==> src/hdl/tflm_pkg.sv <==
package tflm_pkg;

  // field widths of the words on the channels
  localparam int TimeW  = 53;
  localparam int PriceW = 31;
  localparam int QtyW   = 31;
  localparam int SideW  = 2;
  localparam int StatW  = 3;
  localparam int IdxOutW = 12;
  localparam int DelayCfgW = 32;

  localparam int TABLE_DEPTH_DEF = 4096;
  localparam logic [DelayCfgW-1:0] MAX_DELAY_RESET = 32'd3000000;

  typedef enum logic {
    OP_APPEND = 1'b0,
    OP_MATCH  = 1'b1
  } opcode_t;

  typedef enum logic [StatW-1:0] {
    ST_LOADED  = 3'd0,
    ST_FULL    = 3'd1,
    ST_MATCHED = 3'd2,
    ST_GAVE_UP = 3'd3,
    ST_END     = 3'd4
  } status_t;

  typedef enum logic [2:0] {
    S_IDLE,
    S_APPEND,
    S_FETCH,
    S_EVAL,
    S_DONE
  } state_t;

  typedef struct packed {
    logic              opcode;
    logic [TimeW-1:0]  time_us;
    logic [PriceW-1:0] price_cents;
    logic [QtyW-1:0]   quantity;
    logic [SideW-1:0]  side;
  } in_word_t;

  typedef struct packed {
    logic [StatW-1:0]   status;
    logic [TimeW-1:0]   delay_us;
    logic [IdxOutW-1:0] entry_index;
  } out_word_t;

  typedef logic [DelayCfgW-1:0] cfg_word_t;

  // one stored exchange trade event
  typedef struct packed {
    logic [TimeW-1:0]  time_us;
    logic [PriceW-1:0] price_cents;
    logic [QtyW-1:0]   qty;
    logic [SideW-1:0]  side;
  } entry_t;

  // verdict of the compare unit on one table entry
  typedef struct packed {
    logic             skip;
    logic             give_up;
    logic             hit;
    logic [TimeW-1:0] delay;
    logic [QtyW-1:0]  new_qty;
  } verdict_t;

endpackage

==> src/hdl/tflm_cmp_unit.sv <==
module tflm_cmp_unit (
  input  tflm_pkg::entry_t    entry,
  input  tflm_pkg::in_word_t  item,
  input  tflm_pkg::cfg_word_t max_delay,
  input  logic                missed,
  output tflm_pkg::verdict_t  verdict
);
  import tflm_pkg::*;

  logic [TimeW-1:0] diff;
  logic             too_late;

  assign diff     = entry.time_us - item.time_us;
  assign too_late = diff > TimeW'(max_delay);

  always_comb begin
    verdict.skip    = item.time_us > entry.time_us;
    verdict.give_up = !verdict.skip && missed && too_late;
    verdict.hit     = !verdict.skip && !verdict.give_up
                      && (entry.price_cents == item.price_cents)
                      && (entry.qty >= item.quantity)
                      && (entry.side != item.side);
    verdict.delay   = diff;
    verdict.new_qty = entry.qty - item.quantity;
  end
endmodule

==> config.mk <==
export PLATFORM = sky130hd
export DESIGN_NAME = tflm_cmp_unit
export DESIGN_NICKNAME = d
export VERILOG_FILES = /design/src/hdl/tflm_pkg.sv /design/src/hdl/tflm_cmp_unit.sv
export SDC_FILE = /design/constraint.sdc
export NUM_CORES = 1
export LEC_CHECK = 0
export BUFFER_PORTS_ARGS = -buffer_cell sky130_fd_sc_hd__buf_2
export CAP_MARGIN = 40
export CORE_MARGIN = 8
export CORE_UTILIZATION = 30
export DETAILED_ROUTE_END_ITERATION = 10
export SYNTH_ARGS = -nofsm -noshare
export SYNTH_HDL_FRONTEND = slang
export SYNTH_SLANG_ARGS = --single-unit
==> constraint.sdc <==
create_clock -name vclk -period 6.9
set_clock_uncertainty 0.15 [all_clocks]
set_input_delay 0.69 -clock vclk [all_inputs]
set_output_delay 0.69 -clock vclk [all_outputs]
set_load 0.005 [all_outputs]
==> flow_summary.yaml, run 1 <==
status:
  status: "finished, final reports clean"
route:
  drt_first_pass_iters: 5
  via_per_inst: 5.048
  first_iter_violations: 364
  wl_per_cell_um: 16.38
  drt_wl_total_mm: 25.63
  num_vias: 7900
  drc: 0
  ant_nets: 0
floorplanning:
  fp.dieW_um: 161.7
  ios: 355
  die_h_um: 161.7
  row_count: 53
  start_util: 0.3041
  die_area_mm2: 0.02616
  core-area_mm2: 0.02096
sta:
  fin_ws_ns: 0.4166
  tns_ns: 0
  timing.final.crit_share: 0.9396
  final-max-slew-violation-count: 0
  setup_viol: 0
  fin_crit_ns: 6.483
  fin_hold_ws_ns: 1.497
  worst_pin_slew_ns: 0.7247
  slew_headroom: 0.5105
  max_freq_mhz: 154.2
  rsz0062_at_grt: "no"
  hold_viol_final: 0
layout:
  postLayoutCoreUtil: 0.4023
  clockBufferCount: 0
  layout-drive-gt1-share: 0.3008
  layout_commonest_cell: "buf_2"
  regArea_um2: 0
  final_cell_mix: "354 x buf_2, 143 x inv_1, 116 x ha_1"
  nets: 1678
  synthToLayoutAreaGrowth_pct: 32.30
  seq_cell_count: 0
  diodes: 0
power:
  power_mw: 0.8648
  ir_drop_mv: 0.03786
  p_per_area_mw_per_mm2: 102.6
  leakage_nw: 4.597
synthesis:
  syn_area_per_cell_um2: 6.708
  synthesis.area_mm2: 0.006372
  yosysWarnings: 0
  syn_inst: 950
  seq_area_frac_synth: 0
  synth_fp_nets: 1336
  synth.distinct_cells: 79
placed_design:
  port-buffer-count: 354
  globalplace.congestion: 0.8561
  dp_hpwl_mm: 23.57
  place_ws_ns: 0.1300
worst_setup_path:
  crit_chain: "buf_2, ha_1, a21oi_1, o21ai_1, a22oi_2, o211ai_1, a31oi_1, nor2_1, nor2_1, nor3_1, or2_2, xnor2_1, ha_1, a21o_1, a21oi_2, nand3b_1, a2111oi_2, buf_4, o22ai_1, or4_1, nor4_2, nand4_1, a211oi_2, buf_2"
  cp_slowest_stage_delay_ns: 0.43
  crit_fanout: 5
  slowest_stage: "or4_1"
  cp-end-kind: "output port"
  worstPathArrival_ns: 5.64
  crit_type: "input port to output port"
  cp_data_required_time_ns: 6.06
  setup.worst_path.start_class: "input port"
grt:
  grt_max_degree: 11
  grt_usage: 0.1798
  grt_pass1_vias: 7989
  overflow: 0
  grt_pass1_wl_mm: 39.37
  antenna_found_initial: 6
hold_path:
  hp-class: "input port to output port"
flow_run:
  cap_violations: 0
[synth_stat cells (all sizes together), types with 2 or more instances]
master	number	share of area
a32oi	2	0.0027
o21a	8	0.0094
fa	2	0.0063
o31a	2	0.0027
nand4	32	0.032
and4	2	0.0027
a31oi	8	0.0079
nor4	9	0.011
a21oi	101	0.082
o31ai	3	0.0035
clkbuf	10	0.0059
o21bai	13	0.015
nor2	55	0.033
o21ai	46	0.036
inv	144	0.085
buf	9	0.012
nand2	70	0.041
a21o	40	0.047
a211oi	17	0.022
o211ai	5	0.0059
nand3b	3	0.0035
a22oi	2	0.0031
and2	5	0.0049
nand4b	2	0.0027
a2111oi	4	0.0057
and3	8	0.0079
o221ai	4	0.0065
o311ai	2	0.0027
nand2b	8	0.0079
nand3	31	0.024
a211o	4	0.0055
or2	6	0.0059
or3	5	0.0057
xor2	37	0.051
nor3	24	0.019
ha	116	0.23
xnor2	67	0.093
a41oi	2	0.0039
nor2b	7	0.0069
o211a	2	0.0031
nor4b	2	0.0027
or4	3	0.0035
o2111ai	3	0.0041
o41ai	3	0.0041
o22ai	4	0.0039
[cell families after synthesis]
family / synth area share
AO/OA/AOI/OAI: 0.2971
AND/OR/NAND/NOR: 0.2203
buffers and inverters: 0.1029
adder cells (fa/ha/maj): 0.2340
XOR/XNOR: 0.1441
multiplexers: 0.001571
[worst paths after layout]
check	from	endpoint	slack, ns	cells past startpoint
max	entry[76]	verdict[84]	0.42	24
min	missed	verdict[84]	1.50	3
[power breakdown]
group	internal (mW)	switching [mW]	total, mW	leakage (nW)
Combinational	0.391	0.474	0.865	4.60
Clock	0	0	0	0
Sequential	0	0	0	0
[per-stage QoR]
| stage | instances | instance area, µm² |
|---|---|---|
| finish | 1565 | 8431 |
| global route | 1565 | 8431 |
| CTS | 1563 | 8396 |
| detailed placement | 1563 | 8396 |
| global placement | 1563 | 8396 |
| floorplan | 950 | 6372 |
[cell type report]
| type | instances | area (µm²) |
|---|---|---|
| repair buffers | 359 | 1809 |
| inverters | 144 | 540.5 |
| well taps | 275 | 344.1 |
| multi-input cells | 787 | 5737 |
| fillers | 2295 | 12520 |
[worst max-delay path: cells and delay by family]
family | cells | cell delay (ns)
buf+inv | 3 | 0.42
simple gates | 8 | 1.59
fa+ha+maj | 2 | 0.56
xor+xnor | 1 | 0.16
compound gates | 10 | 2.21
[routing by layer]
| metal | track usage | wire (µm) | up-vias |
|---|---|---|---|
| met1 | 0.2055 | 10630 | 3478 |
| met4 | 0.03114 | 416 | 12 |
| met2 | 0.3371 | 12670 | 294 |
| met5 | 0 | 79 | - |
| met3 | 0.04024 | 1835 | 32 |
| li1 | - | - | 4084 |
[timing repair]
item                       4_1_cts  5_1_grt
gates resized for setup          0        5
setup buffers                    0        2
setup endpoints to repair        0        2
hold buffers                     0        0
No activity file was read; power rests on OpenSTA's default activity.
==> inputs of run 2 (changes only) <==
- CORE_AREA: default -> 8 8 132 134
- CORE_MARGIN: 8 -> default
- CORE_UTILIZATION: 30 -> default
- DIE_AREA: default -> 0 0 140 142
- PLACE_DENSITY: default -> 0.76
==> run 2 against run 1 <==
  * Global-route usage increased by 4.9 points
  * Flip-flop and latch count unchanged
  * Via count increased by 1.2%
  * Power decreased by 0.64%
  * Setup slack got worse by 0.074 ns
==> flow_summary.yaml, run 2 (synthesis gave the netlist of run 1 again) <==
worst_setup_path:
  crit_buf_inv: 5
  slowest_stage: "or4_1"
  worstPathArrival_ns: 5.72
  cp_data_required_time_ns: 6.06
  cp-end-kind: "output port"
  crit_fanout: 4
  critPathLaunch: "entry[64]"
  setup.worst_path.start_class: "input port"
  cp_top_family: "compound AO/OA/AOI/OAI gates"
  crit_type: "input port to output port"
  cp_slowest_stage_delay_ns: 0.44
floorplanning:
  die_area_mm2: 0.01988
  core-area_mm2: 0.01542
  ios: 355
  fp.dieW_um: 140
  row_count: 46
  start_util: 0.4131
  die_h_um: 142
power:
  power_mw: 0.8593
  leakage_nw: 4.581
  p_per_area_mw_per_mm2: 103.5
  p_seq_frac: 0
  p_sw_mw: 0.4724
  power.internal_mw: 0.3868
  pwr-share-comb: 1.000
  p_clk_frac: 0
  p_sw_frac: 0.5498
  ir_drop_mv: 0.05212
sta:
  timing.final.crit_share: 0.9503
  tns_ns: 0
  setup_viol: 0
  worst_pin_slew_ns: 0.6543
  slew_headroom: 0.5581
  fin_ws_ns: 0.3428
  final-max-slew-violation-count: 0
  hold_viol_final: 0
  max_freq_mhz: 152.5
  fin_crit_ns: 6.557
  rsz0062_at_grt: "no"
hold_path:
  hold_start: "missed"
  hold_depth: 3
  min_to: "verdict[84]"
  hp-class: "input port to output port"
layout:
  final_cell_mix: "354 x buf_2, 143 x inv_1, 116 x ha_1"
  fin_cells: 1481
  layout_commonest_cell: "buf_2"
  final_cell_area_mm2: 0.008299
  clockBufferCount: 0
  regArea_um2: 0
  seq_cell_count: 0
  layout-drive-gt1-share: 0.2976
  synthToLayoutAreaGrowth_pct: 30.24
  nets: 1675
route:
  ant_nets: 0
  drt_first_pass_iters: 5
  first_iter_violations: 384
  drt_wl_total_mm: 24.58
  via_per_inst: 5.397
  wl_per_cell_um: 16.60
  num_vias: 7993
  drc: 0
grt:
  grt_pass1_vias: 7842
  grt_usage: 0.2288
  overflow: 0
  antenna_found_initial: 6
  grt_max_degree: 11
  grt_pass1_wl_mm: 38.08
clock_tree:
  post-cts-setup-buffer-count: 0
  cts_hold_buf: 0
flow_run:
  cap_violations: 0
placed_design:
  globalplace.congestion: 0.9244
  post_dp_cell_area_mm2: 0.008284
  port-buffer-count: 354
  place_ws_ns: 0.2381
  place_inst: 1479
  dp_hpwl_mm: 22.47
status:
  status: "finished, final reports clean"
run 2: cell count changes in the layout (fill, tap and decap cells not counted), sizes merged:
cell	before	now
buf	359	356
diode	0	2
run 2: area by class of cell:
| cell class | count | area [µm²] |
|---|---|---|
| well taps | 192 | 240.2 |
| repair buffers | 356 | 1787 |
| inverters | 144 | 540.5 |
| diodes | 2 | 5.005 |
| multi-input cells | 787 | 5727 |
| fillers | 1587 | 7126 |
run 2: worst min-delay path, delay by kind of cell:
family	cells	cell delay, ns
buffers and inverters	2	0.23
AOI/OAI and AO/OA	1	0.06
run 2: metrics by stage:
step	hold slack, ns	utilization
global placement	1.527	0.5371
floorplan	1.273	-
detailed placement	1.528	0.5371
CTS	1.528	0.5371
finish	1.528	0.5380
global route	1.547	0.5380
run 2: how the worst max path moves through the flow:
stage                  end  slack [ns]  cells after the start
2_1_floorplan  verdict[84]        1.05                     22
3_3_place_gp   verdict[84]        0.31                     25
3_5_place_dp   verdict[84]        0.24                     25
4_1_cts        verdict[84]        0.22                     25
5_1_grt        verdict[84]        0.02                     26
6_report       verdict[84]        0.34                     25
run 2: per-layer routing:
metal  wire length (µm)  global-route usage  part of all wire
met5                 53                   0            0.0022
met4                478             0.04171             0.019
met3               1653             0.05032             0.067
met2              12490              0.4391              0.51
met1               9906              0.2540              0.40
run 2: power by group through the flow:
stage | clock [mW] | combinational, mW | sequential (mW)
6_report | 0.0000000389 | 0.859 | 0
5_1_grt | 0.0000000388 | 0.952 | 0
4_1_cts | 0 | 0.857 | 0
3_5_place_dp | 0 | 0.852 | 0
3_3_place_gp | 0 | 0.841 | 0
2_1_floorplan | 0 | 0.531 | 0
run 2: repair_timing:
item,4_1_cts,5_1_grt
hold endpoints to repair,0,0
setup endpoints to repair,0,2
gates resized for setup,0,3
==> inputs of run 3 (changes only) <==
- BUFFER_PORTS_ARGS: -buffer_cell sky130_fd_sc_hd__buf_2 -> default
- CORE_AREA: 8 8 132 134 -> 8 8 133 135
- DIE_AREA: 0 0 140 142 -> 0 0 141 143
- DONT_BUFFER_PORTS: default -> 1
- PLACE_DENSITY: 0.76 -> default
- SETUP_SLACK_MARGIN: default -> 0.4
==> run 3 against run 2 <==
  * Sequential share of layout area did not move
  * Die area rose by 1.4%
  * Largest cell class unchanged
  * Maximum frequency rose by 5.9%
  * Setup slack improved by 0.37 ns
  * Power fell by 18%
  * Critical endpoint unchanged
  * Largest power group unchanged
  * Critical path depth fell by 3
==> flow_summary.yaml, run 3 (synthesis gave the netlist of run 1 again) <==
layout:
  num-fill-cells: 1689
  layout_commonest_cell: "inv_1"
  seq_cell_count: 0
  multi_input_area_mm2: 0.005786
  final_cell_mix: "143 x inv_1, 115 x ha_1, 94 x a21oi_1"
  regArea_um2: 0
  clockBufferCount: 0
  nets: 1328
  layout-drive-gt1-share: 0.04787
  synthToLayoutAreaGrowth_pct: 4.614
  final_cell_area_mm2: 0.006666
worst_setup_path:
  crit_type: "input port to output port"
  cp_top_family: "simple AND/OR/NAND/NOR gates"
  worstPathArrival_ns: 5.35
  slowest_stage: "or4_1"
  setup.worst_path.start_class: "input port"
  cp_slowest_stage_delay_ns: 0.44
  worstSetupPathDepth: 22
  crit_buf_inv: 1
  critPathLaunch: "item[78]"
  cp-end-kind: "output port"
  crit_chain: "inv_1, ha_1, a21o_1, a211o_1, or3b_1, o211ai_1, a31oi_2, nor2_1, nor2_1, nor3_1, or2_2, xnor2_2, ha_1, nand3_1, nor4_2, nand3_1, nand2_1, o22ai_1, or4_1, nor4_2, nand4_1, a211oi_2"
  cp_data_required_time_ns: 6.06
  crit_fanout: 6
  crit_path_end: "verdict[84]"
flow_run:
  cap_violations: 0
floorplanning:
  fp.dieW_um: 141
  die_h_um: 143
  ios: 355
  core-area_mm2: 0.01560
  start_util: 0.4086
  die_area_mm2: 0.02016
  row_count: 46
placed_design:
  globalplace.congestion: 0.9002
  post_dp_cell_area_mm2: 0.006573
  dp_hpwl_mm: 21.64
  port-buffer-count: 0
sta:
  rsz0062_at_grt: "no"
  final-max-slew-violation-count: 0
  fin_crit_ns: 6.190
  max_freq_mhz: 161.5
  setup_viol: 0
  worst_pin_slew_ns: 0.7235
  timing.final.crit_share: 0.8971
  hold_viol_final: 0
  slew_headroom: 0.5116
  tns_ns: 0
grt:
  grt_pass1_wl_mm: 34.91
  overflow: 0
  grt_max_degree: 11
  grt_pass1_vias: 6561
  grt_usage: 0.2131
  antenna_found_initial: 1
route:
  drc: 0
  via_per_inst: 5.850
  first_iter_violations: 360
  ant_nets: 0
  drt_wl_total_mm: 23.54
  drt_first_pass_iters: 8
  wl_per_cell_um: 20.34
  num_vias: 6768
power:
  p_sw_frac: 0.6061
  pwr-share-comb: 1.000
  p_per_area_mw_per_mm2: 106.2
  power_mw: 0.7083
  ir_drop_mv: 0.04364
  power.internal_mw: 0.2790
  leakage_nw: 3.227
  p_clk_frac: 0
  p_seq_frac: 0
  p_sw_mw: 0.4293
hold_path:
  hold_start: "missed"
  hp-class: "input port to output port"
status:
  status: "finished, final reports clean"
## run 3: layout make-up
class,count,area share
Tap cell,216,0.04054
Antenna cell,1,0.0003754
Timing Repair Buffer,9,0.01014
Inverter,144,0.08108
Multi-Input combinational cell,787,0.8679
## run 3: worst min-delay path by stage
stage / endpoint / slack (ns) / cells after the start
detailed placement: verdict[84] / 1.28 / 1
finish: verdict[84] / 1.28 / 1
global placement: verdict[84] / 1.28 / 1
CTS: verdict[84] / 1.28 / 1
global route: verdict[84] / 1.28 / 1
floorplan: verdict[84] / 1.27 / 1
## run 3: per-stage QoR
stage	cells	worst slack (ns)	util	hold slack, ns
floorplan	950	1.055	-	1.273
global placement	1153	0.4899	0.4214	1.282
detailed placement	1153	0.4522	0.4214	1.280
CTS	1153	0.4211	0.4214	1.280
global route	1157	0.4057	0.4274	1.281
finish	1157	0.7098	0.4274	1.281
## run 3: power by group through the flow
stage	combinational [mW]	sequential [mW]	clock, mW
detailed placement	0.693	0	0
CTS	0.697	0	0
finish	0.708	0	0.0000000194
floorplan	0.531	0	0
global placement	0.690	0	0
global route	0.788	0	0.0000000194
## run 3: what timing repair did
action | CTS | global route
endpoints found under the hold margin | 0 | 0
resized for setup | 0 | 13
hold buffers | 0 | 0
buffers inserted | 0 | 3
setup endpoints to repair | 0 | 2
## run 3: layer usage
layer  up-vias  GRT usage  share of wire
li1       3392          -              -
met1      3061     0.2346           0.39
met2       295     0.4108           0.52
met3        20    0.04574          0.072
met4         0    0.04072          0.022
met5         -          0              0
