===== src/hdl/tflm_ram.sv =====
module tflm_ram #(
  parameter int WIDTH = 8,
  parameter int DEPTH = 16
) (
  input  logic                     clk,
  input  logic                     we,
  input  logic [$clog2(DEPTH)-1:0] waddr,
  input  logic [WIDTH-1:0]         wdata,
  input  logic                     re,
  input  logic [$clog2(DEPTH)-1:0] raddr,
  output logic [WIDTH-1:0]         rdata
);
  logic [WIDTH-1:0] mem [DEPTH];

  always_ff @(posedge clk) begin
    if (we) begin
      mem[waddr] <= wdata;
    end
    if (re) begin
      rdata <= mem[raddr];
    end
  end
endmodule


===== config.mk =====
export PLATFORM = sky130hd
export DESIGN_NAME = tflm_ram
export DESIGN_NICKNAME = d
export VERILOG_FILES = /design/src/hdl/tflm_ram.sv
export SDC_FILE = /design/constraint.sdc
export NUM_CORES = 1
export LEC_CHECK = 0
export BUFFER_PORTS_ARGS = -buffer_cell sky130_fd_sc_hd__buf_2
export CAP_MARGIN = 20
export CORE_MARGIN = 2
export CORE_UTILIZATION = 25
export DETAILED_ROUTE_END_ITERATION = 10
export PLACE_DENSITY = 0.39
export SLEW_MARGIN = 5
export SYNTH_ARGS = -nofsm -noshare
export SYNTH_HDL_FRONTEND = slang
export SYNTH_SLANG_ARGS = --single-unit

===== constraint.sdc =====
create_clock -name clk -period 2.18 [get_ports clk]
set_input_delay 0.436 -clock clk [delete_from_list [all_inputs] [get_ports clk]]
set_output_delay 0.436 -clock clk [all_outputs]
set_load 0.1 [all_outputs]

==> implementation parameters, run 1 <==
Parameter                              Value

Run status
  Result of the run    complete, no violations

Floorplan
  Placeable core region    20400 sq um
  Std cell rows    52
  Die width    149 microns
  IO Pins    27
  Die area    22100 sq um
  Die Height    149 microns
  Starting density of the core    0.257

Drt
  Post-route DRC    0
  Total via count after detailed routing    2463
  DRC marker count from the first detailed-route iteration    150
  Number of iterations in the first detailed-routing pass    4
  Post-detailed-route count of antenna-violating nets    0
  Total length of routed wires    11500 microns
  Detailed-route vias per instance    4.29
  Mean routed wirelength per cell    20.0 microns

Clock network
  Clock Latency Late Sink    420 ps
  Register clock-pin slew on the reported worst setup and hold paths    50 ps
  Num Clock Sinks    136
  Post-CTS sizing    0
  Clock tree from TritonCTS    done
  Number of buffers on the longest clock path    2
  Maximum level of the CTS H-tree    4
  Number of buffers created by CTS    17
  Clock tree root driver cell    sky130_fd_sc_hd__clkbuf_16
  Cts-stage hold buffer count    0
  Post-CTS Setup Bufs    0

Setup path
  Family with the most delay on the worst path    buffers and inverters
  Setup slack on the worst flop-to-flop path    670 ps
  Slowest stage delay, CP    450 ps
  Worst endpoint data arrival time    1280 ps
  Cell count of the worst reg-to-reg path    3
  Critical path capture point type    primary output
  Worst r2r src    mem[11][7]
  Critical path cell sequence    buf_2
  Critical path peak fanout    1
  Slowest cell on crit path    sky130_fd_sc_hd__buf_2
  Crit path from    rdata[4]
  Required time reported for the critical path endpoint    1740 ps
  Startpoint class of the critical path    flop
  Critical path buffer and inverter count    1
  Reg2Reg Capture Point    rdata[7]
  Critical Setup Path Class    flop to primary output

Timing
  Peak Freq    0.583 GHz
  Unrepaired setup endpoints after global routing    false
  Remaining max-slew budget at the tightest pin    0.669
  Count of final max-slew check failures    0
  Worst hold margin    414 ps
  Setup tns final    0 ps
  Period Utilization, post-route    0.787
  Slew @ Worst Pin    500 ps
  Worst Skew    11.0 ps
  Finish-stage setup viols    0
  Post-route minimum period    1720 ps
  Number of hold violations in the final report    0

Place
  Global placer's final weighted congestion    0.687
  Final HPWL DP    7590 microns
  # port buffers    26

Logic synthesis
  Xor and xnor area share after synthesis    0
  Area share of the leading cell type in the synthesized netlist    0.781
  Adder-cell share of the synthesized area    0
  Mapped Avg Cell Area    22.8 sq um
  Yosys warning count    0
  Cells after synthesis    229
  Largest family of logic cells by synthesized area    multiplexers
  Multiplexer share of the synthesized area    0.148
  Post-Syn Nets    248
  Yosys reg bits    136
  Sequential fraction of the synthesis area    0.781
  Area fraction in compound gates after synthesis    0.0230
  Post-Synth Simple-Gate Area    0.0314
  Leading post-synthesis cells by cell area    sky130_fd_sc_hd__edfxtp_1 (78%), sky130_fd_sc_hd__mux4_2 (7.8%), sky130_fd_sc_hd__mux4_1 (7.0%)
  Netlist Area Pre-Place    5230 sq um
  Cell type contributing the most total cell area after synthesis    sky130_fd_sc_hd__edfxtp_1
  Number of distinct standard cells referenced by the synthesized netlist    18

Global route
  Global-route wire length before repair    17100 microns
  Largest net degree at the start of global routing    33
  GRT overflow    0
  GRT Util Overall    0.113
  Antenna violations before repair    0
  Number of global-route vias before repair    2641

Run
  # Max-Cap Violations    0

Final layout
  Final standard cell utilization of the core    0.313
  Area Growth Syn to Fin    21.9%
  Filler Cells Inserted    1958
  Fin nets    310
  Ratio of cells with drive above 1 in the final layout    0.319
  ANT cells    0

Power and ir drop
  Maximum vdd drop    0.441 mV
  Power, Total    0.00576 W
  Leakage dissipation    2.12 nW
  Total power divided by cell area    904 nW/um^2

Min path
  Hold Crit Endpoint    mem[13][2]
  Path category of the worst min-delay check    input port to flop
  Launch instance of the worst min-delay path    wdata[2]
  Hold Crit Depth    1
[worst register-to-register path, delay by kind of cell (launching register included)]
| family | cells | cell delay (ps) |
|---|---|---|
| multiplexers | 1 | 460 |
| flip-flops | 1 | 350 |
| AO/OA/AOI/OAI | 1 | 350 |
| AND/OR/NAND/NOR | 1 | 90 |
[flip-flops by register name (all words and copies together) (netlist names)]
signal,cells
mem,128
rdata,8
[kinds of logic after synthesis]
family | Yosys count
buf+inv | 10
flops | 136
compound gates | 16
mux | 32
simple gates | 35
[stage by stage]
stage	setup WS, ps	std cells	cell area (sq um)
2_1_floorplan	251	229	5230
3_3_place_gp	46.8	542	5870
3_5_place_dp	6.31	542	5870
4_1_cts	445	574	6370
5_1_grt	423	574	6370
6_report	464	574	6370
[power by group]
part | switching, W | internal [W] | leakage [nW] | total, W
clock | 0.00100 | 0.00141 | 0.243 | 0.00241
sequential | 0.0000170 | 0.00295 | 1.24 | 0.00297
combinational | 0.000253 | 0.000129 | 0.638 | 0.000381
[cells in the mapped netlist (all sizes together)]
master / instances
nor3: 4
mux4: 32
nand2b: 2
edfxtp: 136
buf: 7
and2: 1
nor2: 13
or3b: 1
nand2: 9
and2b: 1
clkdlybuf4s25: 3
nor2b: 1
nand3: 1
nand3b: 2
a22oi: 16
[metal layers]
layer / routed length [microns] / share of wire / up-vias / global-route usage
met5: 0 / 0 / - / 0
met4: 144 / 0.013 / 0 / 0.0386
met3: 434 / 0.038 / 14 / 0.0359
met2: 5620 / 0.49 / 44 / 0.179
met1: 5280 / 0.46 / 1299 / 0.147
li1: - / - / 1106 / -
[placed cells by master, fill, tap and decap left out, types with 6 or more instances in the layout]
master,count
sky130_fd_sc_hd__buf_4,22
sky130_fd_sc_hd__nand2_1,9
sky130_fd_sc_hd__a22oi_1,16
sky130_fd_sc_hd__clkinv_2,6
sky130_fd_sc_hd__buf_2,26
sky130_fd_sc_hd__clkbuf_16,17
sky130_fd_sc_hd__mux4_1,14
sky130_fd_sc_hd__nor2_1,13
sky130_fd_sc_hd__edfxtp_1,136
sky130_fd_sc_hd__mux4_2,18
[worst max path at each step]
stage / endpoint / slack, ps / cells after the start
after detailed placement: rdata[7] / 6 / 6
final: rdata[4] / 460 / 1
after global placement: rdata[6] / 50 / 6
after CTS: rdata[4] / 440 / 1
after global routing: rdata[6] / 420 / 6
after floorplan: mem[0][0] / 250 / 2
[layout make-up]
class,count,area [sq um],share of cell area
flip-flops and latches,136,4080,0.641
multi-input cells,83,1060,0.166
clock buffers,19,433,0.0679
repair buffers,53,395,0.0621
well taps,270,338,0.0530
clock inverters,13,63.8,0.0100
(Power assumes the default switching activity.)
==> inputs of run 2 (changes only) <==
--- a/config.mk
+++ b/config.mk
@@ -5,12 +5,13 @@
 export SDC_FILE = /design/constraint.sdc
 export NUM_CORES = 1
 export LEC_CHECK = 0
+export ABC_AREA = 1
 export BUFFER_PORTS_ARGS = -buffer_cell sky130_fd_sc_hd__buf_2
 export CAP_MARGIN = 20
 export CORE_MARGIN = 2
 export CORE_UTILIZATION = 25
 export DETAILED_ROUTE_END_ITERATION = 10
-export PLACE_DENSITY = 0.39
+export PLACE_DENSITY = 0.41
 export SLEW_MARGIN = 5
 export SYNTH_ARGS = -nofsm -noshare
 export SYNTH_HDL_FRONTEND = slang
==> constraint.sdc (replaced) <==
create_clock -name clk -period 1.4 [get_ports clk]
set_input_delay 0.28 -clock clk [delete_from_list [all_inputs] [get_ports clk]]
set_output_delay 0.28 -clock clk [all_outputs]
set_load 0.1 [all_outputs]
==> run 2 against run 1 <==
Sequential share of layout area decreased by 7.1 points. Sequential cell count unchanged. Synthesized cell count rose by 140%. Final area increased by 12%. Critical path depth unchanged. First-iteration DRC count up 95%. Core utilization rose by 0.15 points. Worst hold slack got worse by 190 ps. Critical path type unchanged. Critical endpoint is now rdata[0].
==> implementation parameters, run 2 <==
Parameter                              Value

Run status
  Result of the run    complete, no violations

Logic synthesis
  Most instantiated library cell after synthesis    sky130_fd_sc_hd__nand2_1
  Proportion of synthesized flip-flops having asynchronous set or reset    0
  Area share of the leading cell type in the synthesized netlist    0.698
  Netlist Area Pre-Place    5850 sq um
  Yosys warning count    0
  Most used standard cells in the synthesized netlist    sky130_fd_sc_hd__nand2_1 (173), sky130_fd_sc_hd__edfxtp_1 (136), sky130_fd_sc_hd__inv_1 (100)
  Sequential fraction of the synthesis area    0.698
  Mapped Avg Cell Area    10.6 sq um
  Number of distinct standard cells referenced by the synthesized netlist    11
  Post-Syn Nets    570
  Cells after synthesis    551
  Yosys reg bits    136
  Leading post-synthesis cells by cell area    sky130_fd_sc_hd__edfxtp_1 (70%), sky130_fd_sc_hd__nand2_1 (11%), sky130_fd_sc_hd__nand3_1 (8.3%)
  Count of flip-flops with a built-in enable after synthesis    136
  Cell type contributing the most total cell area after synthesis    sky130_fd_sc_hd__edfxtp_1
  Main synth FF type    sky130_fd_sc_hd__edfxtp_1

Setup path
  Critical path peak fanout    1
  Startpoint class of the critical path    flop
  Family with the most delay on the worst path    flip-flops
  Critical path capture point type    primary output
  Critical path cell sequence    buf_6
  Reg2Reg Capture Point    rdata[7]
  Cell count of the worst reg-to-reg path    6
  Critical Setup Path Class    flop to primary output
  Worst r2r src    mem[1][7]
  Required time reported for the critical path endpoint    1120 ps
  Slowest stage delay, CP    450 ps
  Critical path buffer and inverter count    1
  Setup slack on the worst flop-to-flop path    210 ps
  Slowest cell on crit path    sky130_fd_sc_hd__edfxtp_1
  Worst endpoint data arrival time    1080 ps

Timing
  Post-route minimum period    1360 ps
  Remaining max-slew budget at the tightest pin    0.566
  Worst Skew    7.07 ps
  Count of final max-slew check failures    0
  Peak Freq    0.735 GHz
  Setup tns final    0 ps
  Unrepaired setup endpoints after global routing    false
  Number of hold violations in the final report    0
  Slew @ Worst Pin    650 ps
  Finish-stage setup viols    0
  Period Utilization, post-route    0.972

Power and ir drop
  Total power divided by cell area    1310 nW/um^2
  Maximum vdd drop    0.800 mV
  Leakage dissipation    3.03 nW

Drt
  DRC marker count from the first detailed-route iteration    292
  Detailed-route vias per instance    4.13
  Post-detailed-route count of antenna-violating nets    0
  Post-route DRC    0
  Total via count after detailed routing    3858
  Number of iterations in the first detailed-routing pass    4
  Mean routed wirelength per cell    16.1 microns
  Total length of routed wires    15100 microns

Final layout
  Area Growth Syn to Fin    22.5%
  Most used cells in the layout excluding fill and tap cells    sky130_fd_sc_hd__nand2_1 (173), sky130_fd_sc_hd__edfxtp_1 (136), sky130_fd_sc_hd__inv_1 (100), sky130_fd_sc_hd__nand3_1 (97), sky130_fd_sc_hd__buf_4 (34)
  ANT cells    0
  Biggest register    mem
  Most common cell after layout, fill and taps aside    sky130_fd_sc_hd__nand2_1
  Flip-flop count of the largest register after layout    128
  Registers with the most flip-flops    mem: 128 flops, rdata: 8 flops
  Final Cell Area    7160 sq um
  Ratio of cells with drive above 1 in the final layout    0.142
  Fin nets    630

Clock network
  Clock Latency Late Sink    410 ps
  Number of buffers created by CTS    17
  Clock tree root driver cell    sky130_fd_sc_hd__clkbuf_16
  Register clock-pin slew on the reported worst setup and hold paths    60 ps
  Maximum level of the CTS H-tree    4
  Number of buffers on the longest clock path    2
  Num Clock Sinks    136
  Clock tree from TritonCTS    done

Min path
  Hold Crit Depth    1
  Path category of the worst min-delay check    input port to flop
  Hold Crit Endpoint    rdata[7]
  Launch instance of the worst min-delay path    re

Floorplan
  Die Height    157 microns
  Placeable core region    22800 sq um
  Std cell rows    55
  IO Pins    27
  Die width    157 microns
  Starting density of the core    0.257
  Die area    24600 sq um

Place
  Instance area after placement    6650 sq um
  Final HPWL DP    9620 microns
  Global placer's final weighted congestion    0.818
  # port buffers    26

Global route
  Number of global-route vias before repair    3860
  Antenna violations before repair    0
  GRT overflow    0
  GRT Util Overall    0.130
  Global-route wire length before repair    23000 microns
  Largest net degree at the start of global routing    59

Run
  # Max-Cap Violations    0
[run 2: cell types whose count changed after synthesis, moves of 3 or more]
| cell | before | now |
|---|---|---|
| sky130_fd_sc_hd__a22oi_1 | 16 | 0 |
| sky130_fd_sc_hd__buf_2 | 3 | 13 |
| sky130_fd_sc_hd__mux4_1 | 14 | 0 |
| sky130_fd_sc_hd__nand2_1 | 9 | 173 |
| sky130_fd_sc_hd__buf_4 | 1 | 4 |
| sky130_fd_sc_hd__inv_1 | 0 | 100 |
| sky130_fd_sc_hd__nor3_1 | 4 | 0 |
| sky130_fd_sc_hd__mux4_2 | 18 | 0 |
| sky130_fd_sc_hd__buf_6 | 3 | 6 |
| sky130_fd_sc_hd__nand3_1 | 1 | 97 |
| sky130_fd_sc_hd__clkdlybuf4s25_2 | 3 | 0 |
| sky130_fd_sc_hd__nor2_1 | 13 | 17 |
[run 2: area by class of cell]
cell class                      count  area, sq um
Inverter                          102          383
Tap cell                          313          392
Sequential cell                   136         4080
Clock inverter                      7         56.3
Multi-Input combinational cell    289         1210
Fill cell                        2347        15600
Clock buffer                       22          444
Timing Repair Buffer               65          588
[run 2: timing repair]
item | in CTS | in global routing
gates resized for setup | 4 | 0
buffers inserted | 0 | 0
hold buffers | 0 | 0
endpoints found under the hold margin | 0 | 0
endpoints found under the setup margin | 2 | 0
[run 2: power by group]
group          switching, W  internal, W  total (W)
logic              0.000557     0.000256   0.000812
clock network       0.00155      0.00238    0.00393
registers         0.0000366      0.00459    0.00463
[run 2: worst max-delay path by stage]
stage | start | end | slack (ps) | cells after the start
2_1_floorplan | waddr[2] | mem[10][0] | 170 | 2
3_5_place_dp | raddr[0] | rdata[5] | -260 | 8
3_3_place_gp | raddr[0] | rdata[5] | -260 | 8
6_report | rdata[0] | rdata[0] | 40 | 1
4_1_cts | rdata[0] | rdata[0] | 30 | 1
5_1_grt | rdata[3] | rdata[3] | 10 | 1
[run 2: through the flow]
| stage | util | instances | setup WS, ps | total power (W) | hold slack (ps) |
|---|---|---|---|---|---|
| after global routing | 0.314 | 934 | 13.9 | 0.00969 | 227 |
| after global placement | 0.292 | 905 | -265 | 0.00553 | 656 |
| after floorplan | - | 551 | 169 | 0.00516 | 379 |
| final | 0.314 | 934 | 39.2 | 0.00937 | 227 |
| after detailed placement | 0.292 | 905 | -264 | 0.00554 | 654 |
| after CTS | 0.314 | 934 | 27.4 | 0.00947 | 215 |
[run 2: cell families (layout without fill, tap and decap cells)]
family | after synthesis | in the layout | synth area share
buffers and inverters | 126 | 196 | 0.0939
DFF | 136 | 136 | 0.698
and+or+nand+nor | 289 | 289 | 0.208
[run 2: layer usage]
metal,part of all wire,global-route usage
met5,0,0
met4,0.016,0.0489
met3,0.050,0.0242
met2,0.47,0.208
met1,0.47,0.176
==> inputs of run 3 (changes only) <==
--- a/config.mk
+++ b/config.mk
@@ -12,6 +12,7 @@
 export CORE_UTILIZATION = 25
 export DETAILED_ROUTE_END_ITERATION = 10
 export PLACE_DENSITY = 0.41
+export REMOVE_ABC_BUFFERS = 1
 export SLEW_MARGIN = 5
 export SYNTH_ARGS = -nofsm -noshare
 export SYNTH_HDL_FRONTEND = slang
==> run 3 against run 2 <==
Sequential share of layout area increased by 1.2 points. Worst hold slack improved by 20 ps. Maximum frequency increased by 0.84%. Critical endpoint is now rdata[4]. Clock skew decreased by 1.3 ps. Routed wire length increased by 0.15%. Highest routed layer unchanged. Global-route usage increased by 0.079 points.
==> implementation parameters, run 3 (synthesis results as in run 2) <==
Parameter                              Value

Drt
  Post-detailed-route count of antenna-violating nets    0
  Detailed-route vias per instance    4.27
  Number of iterations in the first detailed-routing pass    5
  Post-route DRC    0
  Total via count after detailed routing    3961
  DRC marker count from the first detailed-route iteration    306
  Mean routed wirelength per cell    16.3 microns
  Total length of routed wires    15100 microns

Timing
  Post-route minimum period    1350 ps
  Peak Freq    0.741 GHz
  Worst Skew    5.76 ps
  Finish-stage setup viols    0
  Count of final max-slew check failures    0
  Number of hold violations in the final report    0
  Period Utilization, post-route    0.964
  Unrepaired setup endpoints after global routing    false
  Slew @ Worst Pin    451 ps
  Remaining max-slew budget at the tightest pin    0.700

Final layout
  Most common cell after layout, fill and taps aside    sky130_fd_sc_hd__nand2_1
  Area Growth Syn to Fin    19.9%
  Registers with the most flip-flops    mem: 128 flops, rdata: 8 flops
  Most used cells in the layout excluding fill and tap cells    sky130_fd_sc_hd__nand2_1 (173), sky130_fd_sc_hd__edfxtp_1 (136), sky130_fd_sc_hd__inv_1 (100), sky130_fd_sc_hd__nand3_1 (97), sky130_fd_sc_hd__buf_4 (32)
  Filler Cells Inserted    2335
  Fin nets    622
  Biggest register    mem
  Flip-flop count of the largest register after layout    128
  ANT cells    0
  Ratio of cells with drive above 1 in the final layout    0.125
  Final Cell Area    7010 sq um

Clock network
  Post-CTS Setup Bufs    0
  Number of buffers on the longest clock path    2
  Register clock-pin slew on the reported worst setup and hold paths    60 ps
  Clock Latency Late Sink    410 ps
  Num Clock Sinks    136
  Clock tree from TritonCTS    done
  Clock tree root driver cell    sky130_fd_sc_hd__clkbuf_16
  Maximum level of the CTS H-tree    4
  Number of buffers created by CTS    17
  Cts-stage hold buffer count    0

Setup path
  Reg2Reg Capture Point    rdata[7]
  Critical path cell sequence    buf_6
  Family with the most delay on the worst path    flip-flops
  Critical path buffer and inverter count    1
  Slowest stage delay, CP    440 ps
  Critical Setup Path Class    flop to primary output
  Total stage count of the critical path    1
  Critical path peak fanout    1
  Startpoint class of the critical path    flop
  Required time reported for the critical path endpoint    1120 ps
  Worst r2r src    mem[9][7]
  Cell count of the worst reg-to-reg path    6
  Critical path capture point type    primary output
  Worst endpoint data arrival time    1070 ps
  Crit path from    rdata[4]
  Slowest cell on crit path    sky130_fd_sc_hd__edfxtp_1
  Setup slack on the worst flop-to-flop path    220 ps

Floorplan
  Die area    24600 sq um
  IO Pins    27
  Starting density of the core    0.257
  Std cell rows    55
  Die width    157 microns
  Placeable core region    22800 sq um
  Die Height    157 microns

Power and ir drop
  Total power divided by cell area    1320 nW/um^2
  Maximum vdd drop    0.626 mV
  Power, Total    0.00926 W
  Leakage dissipation    2.96 nW

Global route
  Largest net degree at the start of global routing    47
  GRT Util Overall    0.131
  Number of global-route vias before repair    3854
  GRT overflow    0
  Global-route wire length before repair    23100 microns
  Antenna violations before repair    0

Min path
  Hold Crit Endpoint    rdata[6]
  Launch instance of the worst min-delay path    re
  Path category of the worst min-delay check    input port to flop
  Hold Crit Depth    1

Place
  Global placer's final weighted congestion    0.780
  # port buffers    26
  Final HPWL DP    9880 microns
  Instance area after placement    6470 sq um

Run status
  Result of the run    complete, no violations

Run
  # Max-Cap Violations    0
[run 3: cell count changes in the layout (fill, tap and decap cells not counted), sizes merged]
cell	previous run	this run
clkbuf	22	23
clkinv	6	7
buf	65	57
[run 3: how the worst max path moves through the flow]
| stage | endpoint | slack, ps |
|---|---|---|
| 3_5_place_dp | rdata[3] | -120 |
| 5_1_grt | rdata[4] | 10 |
| 2_1_floorplan | rdata[2] | -0.6 |
| 6_report | rdata[4] | 50 |
| 3_3_place_gp | rdata[3] | -120 |
| 4_1_cts | rdata[0] | 6 |
[run 3: repair_timing]
item                       in CTS  in global routing
setup endpoints to repair       8                  3
resized for setup               9                  3
hold endpoints to repair        0                  0
cloned                          0                  0
[run 3: cell type report]
type	count	area [sq um]	share of cell area
flip-flops and latches	136	4080	0.582
clock inverters	8	56.3	0.00803
repair buffers	57	435	0.0621
clock buffers	23	448	0.0639
well taps	313	392	0.0559
inverters	102	383	0.0546
multi-input cells	289	1210	0.173
[run 3: per-stage QoR]
step	cells	hold slack (ps)	setup WS, ps	setup TNS (ps)	utilization
after global placement	897	668	-123	-595	0.284
after global routing	928	232	12.6	0	0.308
after CTS	928	229	5.72	0	0.307
after detailed placement	897	660	-120	-606	0.284
final	928	247	50.5	0	0.308
after floorplan	527	379	-0.613	-1.20	-
[run 3: report_power, final]
| part | switching [W] | internal, W | total (W) | leakage, nW |
|---|---|---|---|---|
| combinational | 0.000552 | 0.000199 | 0.000751 | 1.48 |
| clock | 0.00150 | 0.00238 | 0.00389 | 0.242 |
| sequential | 0.0000298 | 0.00459 | 0.00462 | 1.24 |
| total | 0.00208 | 0.00718 | 0.00926 | 2.96 |
[run 3: per-layer routing]
layer | GRT usage | share of wire | vias up
li1 | - | - | 1882
met5 | 0 | 0 | -
met1 | 0.184 | 0.49 | 1972
met2 | 0.197 | 0.45 | 88
met3 | 0.0350 | 0.048 | 19
met4 | 0.0389 | 0.013 | 0
